$ cat config.mk
export PLATFORM = sky130hd
export DESIGN_NAME = wildcard_byte_pattern_scanner_top
export DESIGN_NICKNAME = d
export VERILOG_FILES = /design/src/sv/wbps_pkg.sv /design/src/sv/wildcard_byte_pattern_scanner_top.sv /design/src/sv/wbps_cell.sv
export VERILOG_INCLUDE_DIRS = /design/src /design/src/sv
export SDC_FILE = /design/constraint.sdc
export NUM_CORES = 1
export LEC_CHECK = 0
export BUFFER_PORTS_ARGS = -buffer_cell sky130_fd_sc_hd__buf_2
export CAP_MARGIN = 20
export CORE_ASPECT_RATIO = 0.75
export CORE_UTILIZATION = 40
export DETAILED_ROUTE_END_ITERATION = 7
export SYNTH_ARGS = -nofsm -noshare
export SYNTH_HDL_FRONTEND = slang
export SYNTH_SLANG_ARGS = --single-unit
$ cat constraint.sdc
create_clock -name aclk -period 13 [get_ports aclk]
set_clock_uncertainty 0.1 [all_clocks]
set_input_delay 1.3 -clock aclk [delete_from_list [all_inputs] [get_ports aclk]]
set_output_delay 1.3 -clock aclk [all_outputs]
set_load 0.02 [all_outputs]
$ cat src/sv/wildcard_byte_pattern_scanner_top_defines.svh
// Assertion macros for the scanner RTL.
`ifndef WILDCARD_BYTE_PATTERN_SCANNER_TOP_DEFINES_SVH
`define WILDCARD_BYTE_PATTERN_SCANNER_TOP_DEFINES_SVH

`ifndef SYNTHESIS
`define WBPS_ASSERT_SAME(label, clk, rstn, ante, cons, msg) \
    label: assert property (@(posedge clk) disable iff (!(rstn)) (ante) |-> (cons)) \
        else $error(msg);
`define WBPS_ASSERT_NEXT(label, clk, rstn, ante, cons, msg) \
    label: assert property (@(posedge clk) disable iff (!(rstn)) (ante) |=> (cons)) \
        else $error(msg);
`else
`define WBPS_ASSERT_SAME(label, clk, rstn, ante, cons, msg)
`define WBPS_ASSERT_NEXT(label, clk, rstn, ante, cons, msg)
`endif

`endif

$ cat src/sv/wbps_pkg.sv
`timescale 1ns / 1ps
`default_nettype none

package wbps_pkg;

    localparam int ADDR_W     = 48;
    localparam int CNT_W      = 16;
    localparam int CFG_DATA_W = 64;
    localparam int CFG_IDX_W  = 3;
    localparam int CFG_LEN_W  = 5;
    localparam int PAT_BYTES  = 16;
    localparam int PAT_IDX_W  = 4;

    localparam logic [CFG_IDX_W-1:0] REG_PATTERN_LOW    = 3'd0;
    localparam logic [CFG_IDX_W-1:0] REG_PATTERN_HIGH   = 3'd1;
    localparam logic [CFG_IDX_W-1:0] REG_CARE_MASK      = 3'd2;
    localparam logic [CFG_IDX_W-1:0] REG_PATTERN_LENGTH = 3'd3;
    localparam logic [CFG_IDX_W-1:0] REG_MAX_MATCHES    = 3'd4;
    localparam logic [CFG_IDX_W-1:0] REG_BASE_ADDRESS   = 3'd5;

    typedef struct packed {
        logic [7:0] data_byte;
        logic       last_byte;
    } wbps_in_t;

    typedef struct packed {
        logic [ADDR_W-1:0] match_address;
        logic [CNT_W-1:0]  match_number;
    } wbps_out_t;

    typedef struct packed {
        logic       care;
        logic [7:0] want;
    } wbps_cmp_t;

endpackage

`default_nettype wire

$ cat src/sv/wildcard_byte_pattern_scanner_top.sv
`timescale 1ns / 1ps
`default_nettype none
// Throughput: 1 byte per cycle while s_ready is high; each window cell compares its byte
// in the cycle it shifts; a match is registered once more before it goes out on m_.
// Reset (aresetn low at a clock edge) restores the registers to their reset values and
// clears the offset, the match counter and all valid flags; window bytes need no reset.
// A byte with last_byte set clears the offset and the match counter after its compare.

`include "wildcard_byte_pattern_scanner_top_defines.svh"

module wildcard_byte_pattern_scanner_top #(
    parameter int PATTERN_MAX = 16
) (
    input  wire logic                                 aclk,
    input  wire logic                                 aresetn,
    input  wire logic                                 s_valid,
    output logic                                      s_ready,
    input  wire wbps_pkg::wbps_in_t                   s_data,
    output logic                                      m_valid,
    input  wire logic                                 m_ready,
    output wbps_pkg::wbps_out_t                       m_data,
    input  wire logic                                 cfg_we,
    input  wire logic [wbps_pkg::CFG_IDX_W-1:0]       cfg_index,
    input  wire logic [wbps_pkg::CFG_DATA_W-1:0]      cfg_data
);

    localparam int LEN_W = ($clog2(PATTERN_MAX + 1) > wbps_pkg::CFG_LEN_W) ?
                           $clog2(PATTERN_MAX + 1) : wbps_pkg::CFG_LEN_W;
    localparam int ADDR_W = wbps_pkg::ADDR_W;
    localparam int CNT_W  = wbps_pkg::CNT_W;

    logic [63:0]                     pattern_low_reg;
    logic [63:0]                     pattern_high_reg;
    logic [wbps_pkg::PAT_BYTES-1:0]  care_mask_reg;
    logic [wbps_pkg::CFG_LEN_W-1:0]  pattern_length_reg;
    logic [CNT_W-1:0]                max_matches_reg;
    logic [ADDR_W-1:0]               base_address_reg;

    always_ff @(posedge aclk) begin
        if (!aresetn) begin
            pattern_low_reg    <= '0;
            pattern_high_reg   <= '0;
            care_mask_reg      <= '0;
            pattern_length_reg <= wbps_pkg::CFG_LEN_W'(1);
            max_matches_reg    <= '0;
            base_address_reg   <= '0;
        end else if (cfg_we) begin
            unique case (cfg_index)
                wbps_pkg::REG_PATTERN_LOW: begin
                    pattern_low_reg <= cfg_data;
                end
                wbps_pkg::REG_PATTERN_HIGH: begin
                    pattern_high_reg <= cfg_data;
                end
                wbps_pkg::REG_CARE_MASK: begin
                    care_mask_reg <= cfg_data[wbps_pkg::PAT_BYTES-1:0];
                end
                wbps_pkg::REG_PATTERN_LENGTH: begin
                    pattern_length_reg <= cfg_data[wbps_pkg::CFG_LEN_W-1:0];
                end
                wbps_pkg::REG_MAX_MATCHES: begin
                    max_matches_reg <= cfg_data[CNT_W-1:0];
                end
                wbps_pkg::REG_BASE_ADDRESS: begin
                    base_address_reg <= cfg_data[ADDR_W-1:0];
                end
                default: begin
                end
            endcase
        end
    end

    logic [LEN_W-1:0] len_ext;
    logic [LEN_W-1:0] len_eff;
    logic [LEN_W-1:0] len_m1;

    always_comb begin
        len_ext = LEN_W'(pattern_length_reg);
        len_eff = len_ext;
        if (len_ext == '0) begin
            len_eff = LEN_W'(1);
        end else if (len_ext > LEN_W'(PATTERN_MAX)) begin
            len_eff = LEN_W'(PATTERN_MAX);
        end
        len_m1 = len_eff - LEN_W'(1);
    end

    logic [wbps_pkg::PAT_BYTES-1:0][7:0] pat_bytes;
    assign pat_bytes = {pattern_high_reg, pattern_low_reg};

    logic                    s_xfer;
    logic                    s1_adv;
    logic                    s1_valid_reg;
    logic                    s1_valid_next;
    logic                    s1_last_reg;
    logic                    s1_elig_reg;
    logic [ADDR_W-1:0]       s1_start_reg;
    logic [ADDR_W-1:0]       offset_reg;
    logic [ADDR_W-1:0]       offset_next;
    logic [ADDR_W-1:0]       len_m1_wide;

    logic [PATTERN_MAX-1:0][7:0] win_bytes;
    logic [PATTERN_MAX-1:0]      win_hits;

    genvar k;
    generate
        for (k = 0; k < PATTERN_MAX; k++) begin : g_cell
            logic [LEN_W-1:0]     pos;
            wbps_pkg::wbps_cmp_t  cmp;
            logic [7:0]           din;

            always_comb begin
                pos      = len_m1 - LEN_W'(k);
                cmp.want = pat_bytes[pos[wbps_pkg::PAT_IDX_W-1:0]];
                cmp.care = (LEN_W'(k) <= len_m1)
                           && (pos < LEN_W'(wbps_pkg::PAT_BYTES))
                           && care_mask_reg[pos[wbps_pkg::PAT_IDX_W-1:0]];
            end

            if (k == 0) begin : g_head
                assign din = s_data.data_byte;
            end else begin : g_body
                assign din = win_bytes[k-1];
            end

            wbps_cell u_cell (
                .aclk     (aclk),
                .shift_en (s_xfer),
                .byte_in  (din),
                .cmp      (cmp),
                .byte_out (win_bytes[k]),
                .hit      (win_hits[k])
            );
        end
    endgenerate

    logic                 m_valid_reg;
    logic                 m_valid_next;
    wbps_pkg::wbps_out_t  m_data_reg;
    logic [CNT_W-1:0]     found_count_reg;
    logic [CNT_W-1:0]     found_count_next;
    logic [CNT_W-1:0]     count_inc;
    logic                 s1_fire;

    assign s1_adv  = !m_valid_reg || m_ready;
    assign s_ready = !s1_valid_reg || s1_adv;
    assign s_xfer  = s_valid && s_ready;
    assign len_m1_wide = ADDR_W'(len_m1);

    always_comb begin
        offset_next = offset_reg;
        if (s_xfer) begin
            offset_next = s_data.last_byte ? '0 : offset_reg + ADDR_W'(1);
        end
        s1_valid_next = s1_valid_reg;
        if (s_xfer) begin
            s1_valid_next = 1'b1;
        end else if (s1_adv) begin
            s1_valid_next = 1'b0;
        end
    end

    always_ff @(posedge aclk) begin
        if (!aresetn) begin
            offset_reg   <= '0;
            s1_valid_reg <= 1'b0;
        end else begin
            offset_reg   <= offset_next;
            s1_valid_reg <= s1_valid_next;
        end
    end

    always_ff @(posedge aclk) begin
        if (s_xfer) begin
            s1_last_reg  <= s_data.last_byte;
            s1_elig_reg  <= offset_reg >= len_m1_wide;
            s1_start_reg <= offset_reg - len_m1_wide;
        end
    end

    always_comb begin
        count_inc = (found_count_reg == {CNT_W{1'b1}}) ?
                    found_count_reg : found_count_reg + CNT_W'(1);
        s1_fire   = s1_valid_reg && s1_adv && s1_elig_reg && (&win_hits)
                    && ((max_matches_reg == '0) || (found_count_reg < max_matches_reg));
        found_count_next = found_count_reg;
        if (s1_valid_reg && s1_adv && s1_last_reg) begin
            found_count_next = '0;
        end else if (s1_fire) begin
            found_count_next = count_inc;
        end
        m_valid_next = m_valid_reg && !m_ready;
        if (s1_fire) begin
            m_valid_next = 1'b1;
        end
    end

    always_ff @(posedge aclk) begin
        if (!aresetn) begin
            found_count_reg <= '0;
            m_valid_reg     <= 1'b0;
        end else begin
            found_count_reg <= found_count_next;
            m_valid_reg     <= m_valid_next;
        end
    end

    always_ff @(posedge aclk) begin
        if (s1_fire) begin
            m_data_reg.match_address <= base_address_reg + s1_start_reg;
            m_data_reg.match_number  <= count_inc;
        end
    end

    assign m_valid = m_valid_reg;
    assign m_data  = m_data_reg;

    `WBPS_ASSERT_SAME(a_number_nonzero, aclk, aresetn, m_valid_reg,
                      m_data_reg.match_number != '0, "match number is zero")
    `WBPS_ASSERT_NEXT(a_last_clears, aclk, aresetn,
                      s1_valid_reg && s1_adv && s1_last_reg, found_count_reg == '0,
                      "last byte did not clear the match counter")
    `WBPS_ASSERT_SAME(a_stall_only_full, aclk, aresetn, !s_ready,
                      s1_valid_reg && m_valid_reg && !m_ready,
                      "input stalled with room in the pipeline")

endmodule

`default_nettype wire

$ cat src/sv/wbps_cell.sv
`timescale 1ns / 1ps
`default_nettype none

module wbps_cell (
    input  wire logic               aclk,
    input  wire logic               shift_en,
    input  wire logic [7:0]         byte_in,
    input  wire wbps_pkg::wbps_cmp_t cmp,
    output logic      [7:0]         byte_out,
    output logic                    hit
);

    logic [7:0] byte_reg;
    logic [7:0] byte_next;
    logic       hit_reg;
    logic       hit_next;

    always_comb begin
        byte_next = byte_reg;
        hit_next  = hit_reg;
        if (shift_en) begin
            byte_next = byte_in;
            hit_next  = !cmp.care || (byte_in == cmp.want);
        end
    end

    always_ff @(posedge aclk) begin
        byte_reg <= byte_next;
        hit_reg  <= hit_next;
    end

    assign byte_out = byte_reg;
    assign hit      = hit_reg;

endmodule

`default_nettype wire

==> flow_summary_export.csv <==
group,metric,value,unit
cts,clkLatencyLatePin,0.65,ns
synth,synthArstFlopShare,0,
critical_path,max_stage_delay,0.60,ns
drt,vias_per_cell,5.65,
floorplanning,die_area,78400,um2
cts,cts_resized,0,
floorplanning,ios,147,
critical_path,end_kind,"register",
drt,wl,102,mm
global_routing,antenna_found_initial,1,
synth,synth_warnings,0,
power_and_ir_drop,powerDensity,116,nW/um2
drt,drt_iter0_drc,3085,
drt,vias,25692,
sta,maxSlewViolCount,0,
synth,synth_ff_type,"dfxtp_1",
worst_hold_path,hp-class,"reg -> reg",
place,place.gp.congestion,1.07,
sta,min_period,5.40,ns
floorplanning,die_y,243,um
floorplanning,rows,87,
drt,drc,0,
cts,holdBufCountCts,0,
critical_path,path_cells,"nor2b_4 > buf_4 > inv_4 > ha_2 > buf_4 > fa_1 > a21o_1 > maj3_2 > o21ai_2 > and2_4 > nand4_1 > or3_1 > or3_1 > xnor2_1",
place,hpwl,78.1,mm
cells_and_area,layout_common_cells,"nand2_1 (826), mux2i_1 (394), a21oi_1 (316)",
critical_path,cp.arrival,5.68,ns
cts,cts_made_buffers,52,
sta,finalSetupViolCount,0,
floorplanning,die_w,323,um
synth,synth_cell_type_count,78,
critical_path,critPathKind,"reg -> reg",
synth,avgSynthCellArea,8.95,um2
cts,cts_max_path_buffers,3,
cts,tritoncts,"built",
drt,wl_per_cell,22.5,um
cells_and_area,area_delta_synth_final,10.4,%
sta,worst_slew_pin_slew,1.21,ns
power_and_ir_drop,vdd_ir_drop_max,95.2,uV
cts,cts_root_buf,"clkbuf_16",
global_routing,grt_pass1_wl,148,mm
sta,rsz0062_at_grt,"no",
cells_and_area,layout_commonest_cell,"nand2_1",
outcome,status,"completed",
floorplanning,start_util,0.408,
power_and_ir_drop,p_leak,13.1,nW
synth,mappedNetlistNets,3618,
synth,ys_seq_elements,529,
global_routing,track_usage,0.253,
cts,clkTransAtPathRegs,0.07,ns
cells_and_area,postLayoutCellArea,34100,um2
drt,drt-pass1-iter-count,5,
sta,fin_tns_setup,0,ns
sta,post-route-period-util,0.415,
place,place_area,32400,um2
critical_path,startpoint_type,"register",
cells_and_area,postLayoutCoreUtil,0.450,
global_routing,gr-total-overflow,0,
drt,ant_nets,0,
synth,synth_enable_flop_cells,250,
cts,cts_htree_levels,2,
cts,clkSinkCount,529,
synth,ys_seq_area_frac,0.424,
sta,hold_viol,0,
place,io_buffers,146,
sta,fmax,185,MHz
critical_path,cp_num_buf_inv,3,
critical_path,cp.required,13.29,ns
critical_path,path_delay_family,"simple AND/OR/NAND/NOR gates",
flow_run,drv_cap,0,
critical_path,crit_path_top_delay_cell,"inv_4",
cts,post-cts-setup-buffers,0,
sta,relSlewSlack,0.184,
synth,synth_area,30900,um2
global_routing,grt_start_max_net_pins,85,
critical_path,crit_fanout,71,
global_routing,grt_pass1_vias,22632,
cells_and_area,largest_reg_flops,120,
cells_and_area,fin_nets,3646,
synth,syn_inst,3455,
floorplanning,core,75800,um2
cells_and_area,layout-drive-gt1-share,0.0868,
-- cells in the mapped netlist (all sizes together), types with 34 or more instances --
cell type	instances	area, um2
buf	67	305
edfxtp	250	7510
nor3	34	180
a31oi	85	538
xnor2	184	1630
mux2i	394	3940
a21o	43	323
dfxtp	279	5590
nand2	827	3100
and3	94	588
nand3	53	265
o21ai	72	364
nor2	122	458
clkbuf	143	537
ha	80	1000
inv	39	146
or3	40	250
xor2	81	709
nand4	43	269
a21oi	317	1590
-- cells by family after synthesis --
group,synth area share
muxes,0.129
AOI/OAI and AO/OA,0.117
xor gates and xnor gates,0.0758
and+or+nand+nor,0.189
buffers and inverters,0.0320
adders and majority gates,0.0340
DFF,0.424
-- final timing paths --
path	start	to	slack, ns	cells after the start
max reg2reg	len_ext[4]$_SDFFE_PN0P_	s1_start_reg[44]$_DFFE_PP_	7.60	14
min	base_address_reg[22]$_SDFFE_PN0P_	base_address_reg[22]$_SDFFE_PN0P_	0.36	2
min reg2reg	base_address_reg[22]$_SDFFE_PN0P_	base_address_reg[22]$_SDFFE_PN0P_	0.36	2
max	len_ext[4]$_SDFFE_PN0P_	s1_start_reg[44]$_DFFE_PP_	7.60	14
-- where the power goes --
group          internal [W]  switching [W]  total [W]
registers           0.00183      0.0000535    0.00189
logic              0.000185       0.000343   0.000527
clock network      0.000853       0.000692    0.00154
total               0.00287        0.00109    0.00396
-- cell type report --
type	count	area, um2
Timing Repair Buffer	184	1020
Inverter	39	154
Fill cell	7419	41600
Antenna cell	1	2.50
Clock inverter	24	204
Tap cell	1023	1280
Multi-Input combinational cell	2677	16900
Clock buffer	73	1500
Sequential cell	529	13100
-- stage by stage --
stage	hold WS (ns)	power [W]	worst slack, ns	instances
after CTS	0.362	0.00398	7.68	4549
after global routing	0.373	0.00409	7.34	4549
after global placement	0.349	0.00244	7.71	4452
after floorplan	0.336	0.00227	3.36	3455
after detailed placement	0.352	0.00244	7.69	4452
final	0.360	0.00396	7.60	4550
-- routing by layer --
metal / wire length, um / global-route usage / part of all wire
met1: 47800 / 0.380 / 0.47
met2: 41600 / 0.352 / 0.41
met3: 10900 / 0.0758 / 0.11
met4: 1790 / 0.0517 / 0.018
met5: 13 / 0 / 0.00013
-- worst register-to-register path: cells and delay by family, from the launching register on --
family / cells / cell delay [ns]
xor+xnor: 1 / 0.13
fa+ha+maj: 3 / 1.29
buf+inv: 3 / 1.29
flops: 1 / 0.55
compound gates: 2 / 0.24
simple gates: 5 / 1.56
No activity file was read; power rests on OpenSTA's default activity.
